**config.mk**
```make
export PLATFORM = sky130hd
export DESIGN_NAME = nearest_neighbor_downscaler
export DESIGN_NICKNAME = d
export VERILOG_FILES = /design/src/sv/nnds_pkg.sv /design/src/sv/nnds_div.sv /design/src/sv/nnds_dp.sv /design/src/sv/nnds_ctrl.sv /design/src/sv/nearest_neighbor_downscaler.sv
export SDC_FILE = /design/constraint.sdc
export NUM_CORES = 1
export LEC_CHECK = 0
export BUFFER_PORTS_ARGS = -buffer_cell sky130_fd_sc_hd__buf_4
export CAP_MARGIN = 20
export CORE_ASPECT_RATIO = 1.5
export CORE_MARGIN = 10
export CORE_UTILIZATION = 40
export DETAILED_ROUTE_END_ITERATION = 10
export PLACE_DENSITY = 0.59
export SLEW_MARGIN = 20
export SYNTH_ARGS = -nofsm -noshare
export SYNTH_HDL_FRONTEND = slang
export SYNTH_HIERARCHICAL = 1
export SYNTH_SLANG_ARGS = --single-unit
```
**constraint.sdc**
```tcl
create_clock -name i_clk -period 10.7 [get_ports i_clk]
set_input_delay 0.535 -clock i_clk [delete_from_list [all_inputs] [get_ports i_clk]]
set_output_delay 0.535 -clock i_clk [all_outputs]
set_load 0.03 [all_outputs]
```
**src/sv/nnds_pkg.sv**
```systemverilog
// Shared types and constants of the nearest neighbor downscaler.
// Used by every module of the block; depends on nothing.
package nnds_pkg;

    localparam int MAX_DIMENSION = 4096;
    localparam int DIM_W         = 13;
    localparam int COORD_W       = 12;
    localparam int CHAN_COUNT_W  = 3;
    localparam int SCALE_W       = 5;
    localparam int CFG_DATA_W    = 13;
    localparam int CFG_INDEX_W   = 3;
    localparam int DIV_STEPS     = DIM_W;
    localparam int DIV_CNT_W     = $clog2(DIV_STEPS + 1);

    typedef enum logic [CFG_INDEX_W-1:0] {
        REG_SRC_WIDTH     = 3'd0,
        REG_SRC_HEIGHT    = 3'd1,
        REG_CHANNEL_COUNT = 3'd2,
        REG_SCALE_FACTOR  = 3'd3
    } t_cfg_reg;

    typedef enum logic [1:0] {
        OP_NEW_W  = 2'd0,
        OP_NEW_H  = 2'd1,
        OP_STEP_W = 2'd2,
        OP_STEP_H = 2'd3
    } t_div_op;

    typedef struct packed {
        logic    div_start;
        logic    div_capture;
        t_div_op op;
        logic    run;
    } t_ctrl_cmd;

    typedef struct packed {
        logic div_done;
        logic cfg_hit;
    } t_dp_status;

    typedef struct packed {
        logic [7:0] chan0_in;
        logic [7:0] chan1_in;
        logic [7:0] chan2_in;
        logic [7:0] chan3_in;
    } t_in_pixel;

    typedef struct packed {
        logic [7:0] chan0_out;
        logic [7:0] chan1_out;
        logic [7:0] chan2_out;
        logic [7:0] chan3_out;
        logic       end_of_row;
        logic       end_of_frame;
    } t_out_pixel;

endpackage

```
**src/sv/nnds_div.sv**
```systemverilog
// Iterative restoring divider, one quotient bit per cycle.
// Depends on nnds_pkg for widths and the step count.
module nnds_div (
    input  logic                       i_clk,
    input  logic                       i_rst_n,
    input  logic                       i_start,
    input  logic [nnds_pkg::DIM_W-1:0] i_dividend,
    input  logic [nnds_pkg::DIM_W-1:0] i_divisor,
    output logic                       o_done,
    output logic [nnds_pkg::DIM_W-1:0] o_quotient,
    output logic [nnds_pkg::DIM_W-1:0] o_remainder
);

    logic                           r_busy;
    logic                           r_done;
    logic [nnds_pkg::DIV_CNT_W-1:0] r_cnt;
    logic [nnds_pkg::DIM_W-1:0]     r_quo;
    logic [nnds_pkg::DIM_W-1:0]     r_rem;
    logic [nnds_pkg::DIM_W-1:0]     r_div;
    logic [nnds_pkg::DIM_W:0]       w_shift;
    logic [nnds_pkg::DIM_W:0]       w_diff;
    logic                           w_ge;
    logic [nnds_pkg::DIM_W-1:0]     n_rem;
    logic [nnds_pkg::DIM_W-1:0]     n_quo;

    always_comb begin
        w_shift = {r_rem, r_quo[nnds_pkg::DIM_W-1]};
        w_ge    = w_shift >= {1'b0, r_div};
        w_diff  = w_shift - {1'b0, r_div};
        n_rem   = w_ge ? w_diff[nnds_pkg::DIM_W-1:0] : w_shift[nnds_pkg::DIM_W-1:0];
        n_quo   = {r_quo[nnds_pkg::DIM_W-2:0], w_ge};
    end

    always_ff @(posedge i_clk) begin
        if (!i_rst_n) begin
            r_busy <= 1'b0;
            r_done <= 1'b0;
            r_cnt  <= '0;
        end else if (i_start) begin
            r_busy <= 1'b1;
            r_done <= 1'b0;
            r_cnt  <= nnds_pkg::DIV_CNT_W'(nnds_pkg::DIV_STEPS);
        end else if (r_busy) begin
            r_cnt <= r_cnt - 1'b1;
            if (r_cnt == nnds_pkg::DIV_CNT_W'(1)) begin
                r_busy <= 1'b0;
                r_done <= 1'b1;
            end
        end else begin
            r_done <= 1'b0;
        end
    end

    always_ff @(posedge i_clk) begin
        if (i_start) begin
            r_quo <= i_dividend;
            r_rem <= '0;
            r_div <= i_divisor;
        end else if (r_busy) begin
            r_quo <= n_quo;
            r_rem <= n_rem;
        end
    end

    assign o_done      = r_done;
    assign o_quotient  = r_quo;
    assign o_remainder = r_rem;

endmodule

```
**src/sv/nnds_dp.sv**
```systemverilog
// Datapath: configuration registers, position counters, pick stepping and output register.
// Depends on nnds_pkg and instantiates nnds_div.
module nnds_dp (
    input  logic                                i_clk,
    input  logic                                i_rst_n,
    input  nnds_pkg::t_ctrl_cmd                 i_cmd,
    output nnds_pkg::t_dp_status                o_status,
    input  logic                                i_in_valid,
    output logic                                o_in_stall,
    input  nnds_pkg::t_in_pixel                 i_in_data,
    output logic                                o_out_valid,
    input  logic                                i_out_stall,
    output nnds_pkg::t_out_pixel                o_out_data,
    input  logic                                i_cfg_we,
    input  logic [nnds_pkg::CFG_INDEX_W-1:0]    i_cfg_index,
    input  logic [nnds_pkg::CFG_DATA_W-1:0]     i_cfg_data
);

    localparam int DW = nnds_pkg::DIM_W;
    localparam int CW = nnds_pkg::COORD_W;

    logic [DW-1:0]                     r_src_width;
    logic [DW-1:0]                     r_src_height;
    logic [nnds_pkg::CHAN_COUNT_W-1:0] r_channel_count;
    logic [nnds_pkg::SCALE_W-1:0]      r_scale_factor;

    logic [DW-1:0] r_scaled_w;
    logic [DW-1:0] r_scaled_h;
    logic [DW-1:0] r_step_w_q;
    logic [DW-1:0] r_step_w_r;
    logic [DW-1:0] r_step_h_q;
    logic [DW-1:0] r_step_h_r;

    logic [CW-1:0] r_src_col, n_src_col;
    logic [CW-1:0] r_src_row, n_src_row;
    logic [DW-1:0] r_out_col, n_out_col;
    logic [DW-1:0] r_out_row, n_out_row;
    logic [DW-1:0] r_pick_col, n_pick_col;
    logic [DW-1:0] r_col_rem, n_col_rem;
    logic [DW-1:0] r_pick_row, n_pick_row;
    logic [DW-1:0] r_row_rem, n_row_rem;

    logic                 r_out_valid;
    nnds_pkg::t_out_pixel r_out_data;
    nnds_pkg::t_out_pixel w_result;

    logic [DW-1:0] w_eff_w;
    logic [DW-1:0] w_eff_h;
    logic [DW-1:0] w_eff_s;
    logic          w_cfg_hit;
    logic          w_accept;
    logic          w_row_hit;
    logic          w_emit;
    logic          w_col_last;
    logic          w_row_last;
    logic [DW:0]   w_col_sum;
    logic          w_col_wrap;
    logic [DW:0]   w_row_sum;
    logic          w_row_wrap;

    logic [DW-1:0] w_div_dividend;
    logic [DW-1:0] w_div_divisor;
    logic          w_div_done;
    logic [DW-1:0] w_div_quo;
    logic [DW-1:0] w_div_rem;

    always_comb begin
        if (r_src_width == '0) begin
            w_eff_w = DW'(1);
        end else if (r_src_width > DW'(nnds_pkg::MAX_DIMENSION)) begin
            w_eff_w = DW'(nnds_pkg::MAX_DIMENSION);
        end else begin
            w_eff_w = r_src_width;
        end
        if (r_src_height == '0) begin
            w_eff_h = DW'(1);
        end else if (r_src_height > DW'(nnds_pkg::MAX_DIMENSION)) begin
            w_eff_h = DW'(nnds_pkg::MAX_DIMENSION);
        end else begin
            w_eff_h = r_src_height;
        end
        if (r_scale_factor == '0) begin
            w_eff_s = DW'(1);
        end else begin
            w_eff_s = DW'(r_scale_factor);
        end
    end

    always_comb begin
        case (i_cmd.op)
            nnds_pkg::OP_NEW_W: begin
                w_div_dividend = w_eff_w;
                w_div_divisor  = w_eff_s;
            end
            nnds_pkg::OP_NEW_H: begin
                w_div_dividend = w_eff_h;
                w_div_divisor  = w_eff_s;
            end
            nnds_pkg::OP_STEP_W: begin
                w_div_dividend = w_eff_w;
                w_div_divisor  = r_scaled_w;
            end
            nnds_pkg::OP_STEP_H: begin
                w_div_dividend = w_eff_h;
                w_div_divisor  = r_scaled_h;
            end
            default: begin
                w_div_dividend = w_eff_w;
                w_div_divisor  = w_eff_s;
            end
        endcase
    end

    nnds_div u_div (
        .i_clk       (i_clk),
        .i_rst_n     (i_rst_n),
        .i_start     (i_cmd.div_start),
        .i_dividend  (w_div_dividend),
        .i_divisor   (w_div_divisor),
        .o_done      (w_div_done),
        .o_quotient  (w_div_quo),
        .o_remainder (w_div_rem)
    );

    always_comb begin
        case (i_cfg_index)
            nnds_pkg::REG_SRC_WIDTH,
            nnds_pkg::REG_SRC_HEIGHT,
            nnds_pkg::REG_CHANNEL_COUNT,
            nnds_pkg::REG_SCALE_FACTOR: w_cfg_hit = i_cfg_we;
            default:                    w_cfg_hit = 1'b0;
        endcase
    end

    assign o_status.div_done = w_div_done;
    assign o_status.cfg_hit  = w_cfg_hit;

    assign o_in_stall = !i_cmd.run || (r_out_valid && i_out_stall);
    assign w_accept   = i_in_valid && !o_in_stall;

    always_comb begin
        w_row_hit  = (r_out_row < r_scaled_h) && ({1'b0, r_src_row} == r_pick_row);
        w_emit     = w_row_hit && (r_out_col < r_scaled_w) && ({1'b0, r_src_col} == r_pick_col);
        w_col_last = ({1'b0, r_src_col} + DW'(1)) >= w_eff_w;
        w_row_last = ({1'b0, r_src_row} + DW'(1)) >= w_eff_h;
        w_col_sum  = {1'b0, r_col_rem} + {1'b0, r_step_w_r};
        w_col_wrap = w_col_sum >= {1'b0, r_scaled_w};
        w_row_sum  = {1'b0, r_row_rem} + {1'b0, r_step_h_r};
        w_row_wrap = w_row_sum >= {1'b0, r_scaled_h};

        w_result.chan0_out    = (r_channel_count > 3'd0) ? i_in_data.chan0_in : 8'd0;
        w_result.chan1_out    = (r_channel_count > 3'd1) ? i_in_data.chan1_in : 8'd0;
        w_result.chan2_out    = (r_channel_count > 3'd2) ? i_in_data.chan2_in : 8'd0;
        w_result.chan3_out    = (r_channel_count > 3'd3) ? i_in_data.chan3_in : 8'd0;
        w_result.end_of_row   = ({1'b0, r_out_col} + (DW + 1)'(1)) == {1'b0, r_scaled_w};
        w_result.end_of_frame = w_result.end_of_row
                                && (({1'b0, r_out_row} + (DW + 1)'(1)) == {1'b0, r_scaled_h});
    end

    always_comb begin
        n_src_col  = r_src_col;
        n_src_row  = r_src_row;
        n_out_col  = r_out_col;
        n_out_row  = r_out_row;
        n_pick_col = r_pick_col;
        n_col_rem  = r_col_rem;
        n_pick_row = r_pick_row;
        n_row_rem  = r_row_rem;
        if (w_emit) begin
            n_out_col  = r_out_col + DW'(1);
            n_pick_col = r_pick_col + r_step_w_q + DW'(w_col_wrap);
            n_col_rem  = w_col_wrap ? DW'(w_col_sum - {1'b0, r_scaled_w}) : w_col_sum[DW-1:0];
        end
        if (w_col_last) begin
            n_src_col  = '0;
            n_out_col  = '0;
            n_pick_col = '0;
            n_col_rem  = '0;
            if (w_row_hit) begin
                n_out_row  = r_out_row + DW'(1);
                n_pick_row = r_pick_row + r_step_h_q + DW'(w_row_wrap);
                n_row_rem  = w_row_wrap ? DW'(w_row_sum - {1'b0, r_scaled_h})
                                        : w_row_sum[DW-1:0];
            end
            if (w_row_last) begin
                n_src_row  = '0;
                n_out_row  = '0;
                n_pick_row = '0;
                n_row_rem  = '0;
            end else begin
                n_src_row = r_src_row + CW'(1);
            end
        end else begin
            n_src_col = r_src_col + CW'(1);
        end
    end

    always_ff @(posedge i_clk) begin
        if (!i_rst_n) begin
            r_src_width     <= DW'(1);
            r_src_height    <= DW'(1);
            r_channel_count <= nnds_pkg::CHAN_COUNT_W'(4);
            r_scale_factor  <= nnds_pkg::SCALE_W'(1);
        end else if (i_cfg_we) begin
            case (i_cfg_index)
                nnds_pkg::REG_SRC_WIDTH:     r_src_width     <= i_cfg_data[DW-1:0];
                nnds_pkg::REG_SRC_HEIGHT:    r_src_height    <= i_cfg_data[DW-1:0];
                nnds_pkg::REG_CHANNEL_COUNT:
                    r_channel_count <= i_cfg_data[nnds_pkg::CHAN_COUNT_W-1:0];
                nnds_pkg::REG_SCALE_FACTOR:
                    r_scale_factor  <= i_cfg_data[nnds_pkg::SCALE_W-1:0];
                default: begin
                end
            endcase
        end
    end

    always_ff @(posedge i_clk) begin
        if (!i_rst_n) begin
            r_scaled_w <= '0;
            r_scaled_h <= '0;
            r_step_w_q <= '0;
            r_step_w_r <= '0;
            r_step_h_q <= '0;
            r_step_h_r <= '0;
        end else if (i_cmd.div_capture) begin
            case (i_cmd.op)
                nnds_pkg::OP_NEW_W: r_scaled_w <= w_div_quo;
                nnds_pkg::OP_NEW_H: r_scaled_h <= w_div_quo;
                nnds_pkg::OP_STEP_W: begin
                    r_step_w_q <= w_div_quo;
                    r_step_w_r <= w_div_rem;
                end
                nnds_pkg::OP_STEP_H: begin
                    r_step_h_q <= w_div_quo;
                    r_step_h_r <= w_div_rem;
                end
                default: begin
                end
            endcase
        end
    end

    always_ff @(posedge i_clk) begin
        if (!i_rst_n || w_cfg_hit) begin
            r_src_col  <= '0;
            r_src_row  <= '0;
            r_out_col  <= '0;
            r_out_row  <= '0;
            r_pick_col <= '0;
            r_col_rem  <= '0;
            r_pick_row <= '0;
            r_row_rem  <= '0;
        end else if (w_accept) begin
            r_src_col  <= n_src_col;
            r_src_row  <= n_src_row;
            r_out_col  <= n_out_col;
            r_out_row  <= n_out_row;
            r_pick_col <= n_pick_col;
            r_col_rem  <= n_col_rem;
            r_pick_row <= n_pick_row;
            r_row_rem  <= n_row_rem;
        end
    end

    always_ff @(posedge i_clk) begin
        if (!i_rst_n) begin
            r_out_valid <= 1'b0;
        end else if (w_accept && w_emit) begin
            r_out_valid <= 1'b1;
        end else if (!i_out_stall) begin
            r_out_valid <= 1'b0;
        end
    end

    always_ff @(posedge i_clk) begin
        if (w_accept && w_emit) begin
            r_out_data <= w_result;
        end
    end

    assign o_out_valid = r_out_valid;
    assign o_out_data  = r_out_data;

endmodule

```
**src/sv/nnds_ctrl.sv**
```systemverilog
// Controller: sequences the four setup divisions, then lets the pixel stream run.
// Depends on nnds_pkg for the command and status types.
module nnds_ctrl (
    input  logic                 i_clk,
    input  logic                 i_rst_n,
    input  nnds_pkg::t_dp_status i_status,
    output nnds_pkg::t_ctrl_cmd  o_cmd
);

    typedef enum logic [2:0] {
        ST_ISSUE = 3'b001,
        ST_WAIT  = 3'b010,
        ST_RUN   = 3'b100
    } t_ctrl_state;

    t_ctrl_state       r_state, n_state;
    nnds_pkg::t_div_op r_op, n_op;

    always_comb begin
        n_state = r_state;
        n_op    = r_op;
        case (r_state)
            ST_ISSUE: n_state = ST_WAIT;
            ST_WAIT: begin
                if (i_status.div_done) begin
                    case (r_op)
                        nnds_pkg::OP_NEW_W: begin
                            n_op    = nnds_pkg::OP_NEW_H;
                            n_state = ST_ISSUE;
                        end
                        nnds_pkg::OP_NEW_H: begin
                            n_op    = nnds_pkg::OP_STEP_W;
                            n_state = ST_ISSUE;
                        end
                        nnds_pkg::OP_STEP_W: begin
                            n_op    = nnds_pkg::OP_STEP_H;
                            n_state = ST_ISSUE;
                        end
                        default: n_state = ST_RUN;
                    endcase
                end
            end
            ST_RUN:  n_state = ST_RUN;
            default: n_state = ST_ISSUE;
        endcase
        if (i_status.cfg_hit) begin
            n_state = ST_ISSUE;
            n_op    = nnds_pkg::OP_NEW_W;
        end
    end

    always_ff @(posedge i_clk) begin
        if (!i_rst_n) begin
            r_state <= ST_ISSUE;
            r_op    <= nnds_pkg::OP_NEW_W;
        end else begin
            r_state <= n_state;
            r_op    <= n_op;
        end
    end

    always_comb begin
        o_cmd.div_start   = (r_state == ST_ISSUE);
        o_cmd.div_capture = (r_state == ST_WAIT) && i_status.div_done;
        o_cmd.op          = r_op;
        o_cmd.run         = (r_state == ST_RUN);
    end

endmodule

```
**src/sv/nearest_neighbor_downscaler.sv**
```systemverilog
// Top level of the nearest neighbor downscaler: controller plus datapath.
// Depends on nnds_pkg, nnds_ctrl and nnds_dp.
//
// Source pixels enter in raster order on the input channel (i_in_valid,
// o_in_stall, i_in_data), one beat per pixel. Each pixel is either dropped or
// passed on as one output beat (o_out_valid, i_out_stall, o_out_data), which
// marks the last pixel of an output row and of the output frame.
// Configuration registers are written through i_cfg_we, i_cfg_index and
// i_cfg_data; the user must write them only while the block is idle, which
// the block does not enforce. Any write to a known register restarts the frame.
// After reset and after every write to a known register the block works out
// the scaled sizes and the column and row pick steps with a shared iterative
// divider: four divisions, each started, run for 13 steps and stored, while
// o_in_stall is high. After that one pixel is taken every cycle while the
// output is not stalled. A kept pixel appears at the output register in the
// cycle after its input beat. When the receiver stalls, the output register
// holds its beat and the input is stalled as well until that beat is taken.
module nearest_neighbor_downscaler (
    input  logic                             i_clk,
    input  logic                             i_rst_n,
    input  logic                             i_in_valid,
    output logic                             o_in_stall,
    input  nnds_pkg::t_in_pixel              i_in_data,
    output logic                             o_out_valid,
    input  logic                             i_out_stall,
    output nnds_pkg::t_out_pixel             o_out_data,
    input  logic                             i_cfg_we,
    input  logic [nnds_pkg::CFG_INDEX_W-1:0] i_cfg_index,
    input  logic [nnds_pkg::CFG_DATA_W-1:0]  i_cfg_data
);

    nnds_pkg::t_ctrl_cmd  w_cmd;
    nnds_pkg::t_dp_status w_status;

    nnds_ctrl u_ctrl (
        .i_clk    (i_clk),
        .i_rst_n  (i_rst_n),
        .i_status (w_status),
        .o_cmd    (w_cmd)
    );

    nnds_dp u_dp (
        .i_clk       (i_clk),
        .i_rst_n     (i_rst_n),
        .i_cmd       (w_cmd),
        .o_status    (w_status),
        .i_in_valid  (i_in_valid),
        .o_in_stall  (o_in_stall),
        .i_in_data   (i_in_data),
        .o_out_valid (o_out_valid),
        .i_out_stall (i_out_stall),
        .o_out_data  (o_out_data),
        .i_cfg_we    (i_cfg_we),
        .i_cfg_index (i_cfg_index),
        .i_cfg_data  (i_cfg_data)
    );

endmodule

```
## Yosys cells after proc, flatten, opt, wreduce, memory -nomap -nowiden

Cells that the tools add are included.

| operators by class | value |
|---|---|
| $add $sub $neg | 18 |
| magnitude comparators | 13 |
| equality and inequality tests | 16 |
| multiplexer cells | 38 |
| bitwise gates (word level) | 2 |
| reductions and logical operators | 42 |

Operators by type and width:

| operator | number |
|---|---|
| 2-to-1 mux 13 bit | 21 |
| greater-or-equal comparator 14 x 13 -> 1 bit | 3 |
| one-hot mux 13 bit (3 select lines) | 1 |
| subtractor 13 bit | 3 |
| adder 13 x 1 -> 14 bit, second input constant | 2 |
| adder 13 x 13 -> 14 bit | 2 |
| equality test 14 x 13 -> 1 bit | 2 |
| adder 12 x 1 -> 13 bit, second input constant | 2 |
| adder 13 x 1 -> 13 bit | 2 |
| adder 13 x 1 -> 13 bit, second input constant | 2 |
| adder 13 bit | 2 |
| equality test 12 x 13 -> 1 bit | 2 |
| greater-or-equal comparator 13 bit | 2 |
| > comparator 13 bit, second input constant | 2 |
| zero test 13 bit | 2 |
| less-than comparator 13 bit | 2 |
| one-hot mux 13 bit (2 select lines) | 1 |
| adder 12 x 1 -> 12 bit, second input constant | 2 |
| 2-to-1 mux 12 bit | 2 |
| AND reduction 2 bit | 10 |
| OR reduction 2 bit | 5 |
| equality test 3 x 2 -> 1 bit, second input constant | 3 |
| one-hot mux 3 bit (3 select lines) | 1 |
| logical AND 1 bit | 8 |
| 25 further kinds | 45 |

| word-level totals | value |
|---|---|
| register bits after elaboration | 299 |
| input port bits | 53 |
| output and inout bits | 36 |
| word-level logic and storage cells | 163 |

## Longest topological paths before layout

Gate-level depths: netlist (run 1).

| depth | value |
|---|---|
| word-level depth | 7 |
| gate-level depth with buffers | 25 |
| depth with buffers taken out | 24 |

## Cells and area by module

The synthesis (run 1) kept the hierarchy.

Modules (own cells, without submodules):

| module | times used | cells each | area an instance (um2) | seq. area each (um2) |
|---|---|---|---|---|
| nnds_dp | 1 | 1,850 | 15,862.7 | 5,325.1 |
| nnds_div | 1 | 236 | 2,548.7 | 1,161.1 |
| nnds_ctrl | 1 | 28 | 272.8 | 100.1 |

## Worst setup path after synthesis (run 1)

OpenSTA, ideal clock, no wires.

| path | value |
|---|---|
| path kind | register -> register |
| start | register u_dp.r_step_h_r[0] |
| end | register u_dp.r_pick_row[8] |
| library setup time | 70 ps |
| arrival time | 5,274 ps |
| data required time | 10,630 ps |
| path slack | 5,356 ps |
| stages on the path, launching flop included | 26 |
| buffers on the path | 1 |
| clock period less this slack | 5,344 ps |
| cells stage by stage | dfxtp_1 -> ha_1 -> fa_1 -> a21o_1 -> a21oi_1 -> o21ai_1 -> a221o_1 -> a21oi_1 -> xnor2_1 -> ha_1 -> nand2_1 -> or4_1 -> o211ai_1 -> a21o_1 -> a21boi_1 -> buf_4 -> fa_1 -> fa_1 -> nand2b_1 -> a21oi_1 -> o211ai_1 -> nand2_1 -> a21oi_1 -> xor2_1 -> or3_1 -> a21oi_1 |

| between the ends | value |
|---|---|
| word-level cells in the longest chain between the ends | 5 |

Ends and longest elaborated chain:

| element | RTL line | RTL |
|---|---|---|
| start: declaration | nnds_dp.sv:32 | `logic [DW-1:0] r_step_h_r;` |
| start signal: assignment | nnds_dp.sv:236 | `r_step_h_r <= w_div_rem;` |
| adder 13 x 13 -> 14 bit | nnds_dp.sv:148 | `w_row_sum = {1'b0, r_row_rem} + {1'b0, r_step_h_r};` |
| greater-or-equal comparator 14 x 13 -> 1 bit | nnds_dp.sv:149 | `w_row_wrap = w_row_sum >= {1'b0, r_scaled_h};` |
| adder 13 x 1 -> 13 bit | nnds_dp.sv:181 | `n_pick_row = r_pick_row + r_step_h_q + DW'(w_row_wrap);` |
| 2-to-1 mux 13 bit | nnds_dp.sv:179 | `if (w_row_hit) begin` |
| 2-to-1 mux 13 bit | nnds_dp.sv:185 | `if (w_row_last) begin` |
| end signal: assignment | nnds_dp.sv:261 | `r_pick_row <= n_pick_row;` |
| end: declaration | nnds_dp.sv:40 | `logic [DW-1:0] r_pick_row, n_pick_row;` |

No other way between the ends. The select of a mux whose other input is x is not followed.
A chain may end at the register's enable or synchronous reset.

## Final worst setup path (run 1)

| path | value |
|---|---|
| start | register u_dp.r_step_w_r[4] |
| end | register u_dp.r_pick_col[12] |

| between the ends | value |
|---|---|
| word-level cells in the longest chain between the ends | 5 |

Ends and longest elaborated chain:

| element | RTL line | RTL |
|---|---|---|
| start: declaration | nnds_dp.sv:30 | `logic [DW-1:0] r_step_w_r;` |
| start signal: assignment | nnds_dp.sv:232 | `r_step_w_r <= w_div_rem;` |
| adder 13 x 13 -> 14 bit | nnds_dp.sv:146 | `w_col_sum = {1'b0, r_col_rem} + {1'b0, r_step_w_r};` |
| greater-or-equal comparator 14 x 13 -> 1 bit | nnds_dp.sv:147 | `w_col_wrap = w_col_sum >= {1'b0, r_scaled_w};` |
| adder 13 x 1 -> 13 bit | nnds_dp.sv:171 | `n_pick_col = r_pick_col + r_step_w_q + DW'(w_col_wrap);` |
| 2-to-1 mux 13 bit | nnds_dp.sv:169 | `if (w_emit) begin` |
| 2-to-1 mux 13 bit | nnds_dp.sv:174 | `if (w_col_last) begin` |
| end signal: assignment | nnds_dp.sv:259 | `r_pick_col <= n_pick_col;` |
| end: declaration | nnds_dp.sv:38 | `logic [DW-1:0] r_pick_col, n_pick_col;` |

No other way between the ends. The select of a mux whose other input is x is not followed.

==> results of run 1 <==
[stage by stage]
step	utilization [%]	instance area (µm²)	hold slack, ns	cells
after global routing	45.52	20940	0.2709	2780
after CTS	45.44	20910	0.2521	2779
after detailed placement	43.08	19820	0.4528	2719
after global placement	43.08	19820	0.4512	2719
final	45.52	20940	0.2753	2780
after floorplan	-	18680	0.4363	2114
[layer usage]
layer  track usage (%)  up-vias
li1                  -     7653
met1             20.75     7447
met2             35.77      307
met3             1.756      106
met4             7.826        0
met5                 0        -
[power by group]
| part | total, µW | leakage [µW] | switching, µW | internal (µW) |
|---|---|---|---|---|
| clock network | 1170 | 0.000533 | 495 | 671 |
| registers | 1240 | 0.00252 | 56.2 | 1190 |
| logic | 316 | 0.00509 | 181 | 135 |
[worst max path at each step]
stage / start / endpoint / slack [ns] / depth (start not counted)
after floorplan: u_dp/r_step_h_r[0] / u_dp/r_pick_row[8] / 5.36 / 25
after global placement: u_dp/r_step_w_r[4] / u_dp/r_pick_col[12] / 4.91 / 24
after detailed placement: u_dp/r_step_w_r[4] / u_dp/r_pick_col[12] / 4.68 / 24
after CTS: u_dp/r_step_w_r[4] / u_dp/r_pick_col[12] / 4.62 / 24
after global routing: u_dp/r_step_w_r[4] / u_dp/r_pick_col[12] / 4.20 / 24
final: u_dp/r_step_w_r[4] / u_dp/r_pick_col[12] / 4.61 / 24
[synth_stat cells (60+ instances only)]
| cell type | count | area share, % |
|---|---|---|
| a21boi_0 | 108 | 4.3 |
| mux2i_1 | 63 | 3.4 |
| nand2_1 | 320 | 6.4 |
| ha_1 | 147 | 9.8 |
| edfxtp_1 | 60 | 9.6 |
| a21oi_1 | 125 | 3.3 |
| xnor2_1 | 90 | 4.2 |
| nor2_1 | 118 | 2.4 |
| o21ai_0 | 63 | 1.7 |
| inv_1 | 74 | 1.5 |
| dfxtp_1 | 239 | 26 |
[cell type report]
| type | count | area (µm²) |
|---|---|---|
| Clock inverter | 13 | 150.1 |
| Multi-Input combinational cell | 1654 | 11440 |
| Clock buffer | 47 | 939.7 |
| Timing Repair Buffer | 105 | 808.3 |
| Tap cell | 588 | 735.7 |
| Fill cell | 4452 | 25060 |
| Sequential cell | 299 | 6588 |
| Inverter | 74 | 277.8 |
[logic make-up after synthesis]
kind of cell	Yosys count	synth area share, %
AO/OA/AOI/OAI	500	18.65
XOR/XNOR	149	6.985
adder cells (fa/ha/maj)	156	10.81
buffers and inverters	161	3.703
flip-flops	299	35.25
multiplexers	80	4.420
AND/OR/NAND/NOR	769	20.18
[critical path: cells and delay by family, from the launching register on]
family | cells | cell delay [ns]
xor+xnor | 1 | 0.13
fa+ha+maj | 4 | 1.32
compound gates | 14 | 3.37
simple gates | 5 | 0.81
flops | 1 | 0.32
==> impl_metrics.json, run 1 <==
{
  "hold_depth": 3,
  "grt_pass1_vias": 15550,
  "async_flop_share_pct": 0,
  "hp-start": "i_cfg_data[9]",
  "r2r-end": "u_dp/r_pick_col[12]",
  "start_kind": "flop",
  "antenna_found_initial": 0,
  "cts_setup_buffers": 0,
  "setup_viol": 0,
  "clockBufferDepth": 3,
  "syn_inst": 2114,
  "critPathCaptureType": "flop",
  "synth-main-ff-cell": "dfxtp_1",
  "clock_latency_ns": 0.54,
  "reg2reg_depth": 24,
  "wl_met2_um": 29070,
  "regToRegStartpoint": "u_dp/r_step_w_r[4]",
  "core_area_mm2": 0.04600,
  "period_share_pct": 56.89,
  "routedWlPerCell_um": 19.53,
  "syn_area_mm2": 0.01868,
  "std_cell_rows": 96,
  "clock_sinks": 299,
  "largest_reg_flops": 34,
  "ctsResizeCount": 0,
  "rsz0062_at_grt": "false",
  "syn_to_final_growth_pct": 12.07,
  "gr-total-overflow": 0,
  "worstMarginPinSlew_ns": 1.135,
  "die_x_um": 196.5,
  "timing.critical_path.mode_cell": "a21oi_1",
  "ant_nets": 0,
  "min_to": "u_dp/r_src_width[9]",
  "synth_edf_count": 60,
  "syn-num-nets": 2323,
  "io_pins": 89,
  "setup_ws_ns": 4.612,
  "cts_tree": "done",
  "grt_max_degree": 76,
  "slew_violations": 0,
  "power_density_mw_per_mm2": 130.1,
  "via_per_inst": 5.580,
  "synth_cell_types": 97,
  "drv_cap": 0,
  "slew_headroom_pct": 24.27,
  "ir_drop_uv": 107.1,
  "path_class": "reg2reg",
  "htreeDepth": 2,
  "ctsHoldBuffers": 0,
  "io_buffers": 88,
  "cts.clk_slew.worst_paths_ns": 0.06,
  "mostFrequentLayoutCells": "nand2_1, dfxtp_1, ha_1",
  "vias": 15510,
  "required_ns": 11.09,
  "firstDrtPassIters": 5,
  "dieArea_mm2": 0.05593,
  "die_h_um": 284.7,
  "ff2ff_setup_slack_ns": 4.61,
  "power_uw": 2724,
  "dr_wl_met3_um": 1597,
  "drive_gt1_share_pct": 10.17,
  "layout_commonest_cell": "nand2_1",
  "start_util_pct": 40.61,
  "drt-met1-wl_um": 21500,
  "max_freq_mhz": 164.3,
  "grt_use_total_pct": 18.87,
  "antenna_cells": 0,
  "cts_root_buf": "clkbuf_16",
  "synth_seq_cells": 299,
  "drc_errors": 0,
  "numCtsBuffers": 34,
  "fin_nets": 2377,
  "slowest_stage": "a2bb2oi_2",
  "crit_fanout": 14,
  "avgSynthCellArea_um2": 8.838,
  "fin_crit_ns": 6.088,
  "pre_cts_slack_ns": 4.678,
  "highest_layer": "met4",
  "skew_ns": 0.02589,
  "gp_congestion": 0.8886,
  "worstPathCellList": "ha_1, a2111oi_2, o21ai_1, a211oi_2, o21bai_1, a211oi_1, a21oi_1, ha_1, and3_1, nand3_1, a31oi_1, o2111ai_1, nand2_1, a2bb2oi_2, fa_1, fa_1, nand2b_1, a21oi_1, o211ai_1, a21oi_1, nor4_1, o21bai_1, xnor2_1, o21ai_0",
  "hp-class": "in2reg",
  "wl_um": 54280,
  "arrival_ns": 6.48,
  "finalHoldViolCount": 0,
  "synth-seq-area-share_pct": 35.25,
  "hpwl_um": 40740,
  "leakagePower_uw": 0.008137,
  "drt_iter0_markers": 914,
  "status": "complete, no violations",
  "yosysWarnings": 6,
  "cpPeakStageDelay_ns": 0.89,
  "grt_pass1_wl_um": 85370,
  "fin_setup_tns_ns": 0
}
Power figures use the tool's default switching activity.
==> inputs of run 2 (changes only) <==
- clock period: 10.7 -> 5.95 ns (I/O delays scaled with it)
==> run 2 against run 1 <==
Against the previous run:
- combinational power increased by 86%
- global-route usage about the same
- die area unchanged
- clock skew shrank 0.0018 ns
==> impl_metrics.json, run 2 (synthesized netlist as in run 1, its figures left out) <==
{
  "required_ns": 6.45,
  "crit_buf_inv": 0,
  "ant_nets": 0,
  "pre_cts_slack_ns": 0.3156,
  "clock_sinks": 299,
  "cpPeakStageDelay_ns": 0.51,
  "hp-start": "i_in_data[30]",
  "power_density_mw_per_mm2": 223.8,
  "slew_violations": 0,
  "startpoint": "u_dp/r_step_h_r[0]",
  "timing.critical_path.mode_cell": "a21oi_1",
  "io_pins": 89,
  "vias": 15670,
  "max_freq_mhz": 176.7,
  "std_cell_rows": 96,
  "grt_use_total_pct": 18.83,
  "leakagePower_uw": 0.008299,
  "finalHoldViolCount": 0,
  "setup_viol": 0,
  "core_area_mm2": 0.04600,
  "firstDrtPassIters": 6,
  "clockPowerShare_pct": 40.8,
  "layout_commonest_cell": "nand2_1",
  "slowest_stage": "or4_1",
  "fin_crit_ns": 5.659,
  "arrival_ns": 6.16,
  "numCtsBuffers": 31,
  "drive_gt1_share_pct": 10.47,
  "regToRegStartpoint": "u_dp/r_step_h_r[0]",
  "slew_headroom_pct": 29.35,
  "via_per_inst": 5.549,
  "hpwl_um": 40590,
  "cts_tree": "done",
  "clock_latency_ns": 0.59,
  "cp.depth": 24,
  "hp-class": "in2reg",
  "hold_depth": 2,
  "power_frac_comb_pct": 12.3,
  "die_h_um": 284.7,
  "drc_errors": 0,
  "seq_power_share_pct": 46.9,
  "io_buffers": 88,
  "fin_setup_tns_ns": 0,
  "dieArea_mm2": 0.05593,
  "power_uw": 4770,
  "largest_reg_flops": 34,
  "setup_ws_ns": 0.2913,
  "p_int_uw": 3494,
  "path_class": "reg2reg",
  "worstPathCellList": "ha_1, fa_1, a21o_1, a21oi_1, o21ai_1, a221o_1, a21oi_1, xnor2_1, ha_1, nand2_1, or4_1, o211ai_1, a21o_1, a21boi_1, fa_1, fa_1, nand2b_1, a21oi_2, o211ai_1, nand2_1, a21oi_1, xor2_1, or3_1, a21oi_1",
  "critical_path.top_delay_family": "compound AO/OA/AOI/OAI gates",
  "antenna_cells": 0,
  "fin_nets": 2422,
  "grt_pass1_wl_um": 85640,
  "routedWlPerCell_um": 19.22,
  "antenna_found_initial": 0,
  "drv_cap": 0,
  "power_switching_uw": 1276,
  "wl_um": 54280,
  "syn_to_final_growth_pct": 14.06,
  "fillCellCount": 4431,
  "worstMarginPinSlew_ns": 1.060,
  "htreeDepth": 1,
  "die_x_um": 196.5,
  "swShare_pct": 26.75,
  "cts.clk_slew.worst_paths_ns": 0.06,
  "gr-total-overflow": 0,
  "critPathCaptureType": "flop",
  "grt_max_degree": 87,
  "status": "complete, no violations",
  "ir_drop_uv": 224.9,
  "skew_ns": 0.02404,
  "cts_root_buf": "clkbuf_16",
  "gp_congestion": 0.8838,
  "mostFrequentLayoutCells": "nand2_1, dfxtp_1, ha_1",
  "start_util_pct": 40.61,
  "crit_fanout": 4,
  "period_share_pct": 95.10,
  "reg2reg_depth": 24,
  "clockBufferDepth": 3,
  "drt_iter0_markers": 885,
  "start_kind": "flop",
  "grt_pass1_vias": 15670
}
==> run 2: through the flow <==
stage	cell area (µm²)	cells	hold WS (ns)	utilization [%]
after floorplan	18680	2114	0.4215	-
after global placement	19870	2726	0.4514	43.19
after detailed placement	19870	2726	0.4520	43.19
after CTS	21260	2821	0.003300	46.22
after global routing	21310	2824	0.01540	46.33
final	21310	2824	0.01975	46.33
==> run 2: metal layers <==
metal  track usage (%)  share of wire, %  up-vias
met4             6.621               3.2        0
met5                 0                 0        -
met1             20.80                39     7519
met2             35.99                54      324
met3             1.897               3.7       90
li1                  -                 -     7738
==> run 2: final cells by class <==
type                       count  area (µm²)  area share, %
sequential                   299        6588          30.91
timing repair buffer         153        1259          5.906
inverter                      74       277.8          1.303
multi-input combinational   1654       11450          53.71
clock inverter                12       96.34         0.4521
clock buffer                  44       908.4          4.262
tap                          588       735.7          3.452
==> run 2: worst paths after layout <==
| path | end | slack, ns |
|---|---|---|
| setup / recovery | u_dp/r_pick_row[8] | 0.29 |
| hold reg to reg | u_dp/r_col_rem[10] | 0.46 |
| setup reg to reg | u_dp/r_pick_row[8] | 0.29 |
| hold / removal | u_dp/o_out_data[32] | 0.02 |
==> run 2: power groups by stage <==
stage | registers, µW | clock network (µW) | logic (µW)
global placement | 2280 | 0 | 553
CTS | 2240 | 2000 | 588
finish | 2240 | 1950 | 588
detailed placement | 2280 | 0 | 565
global route | 2240 | 2080 | 645
floorplan | 2220 | 0 | 435
==> run 2: what timing repair did <==
| action | CTS | global route |
|---|---|---|
| endpoints found under the setup margin | 0 | 3 |
| hold buffers | 39 | 0 |
| gates resized for setup | 0 | 2 |
| buffers inserted | 0 | 2 |
| endpoints found under the hold margin | 48 | 0 |
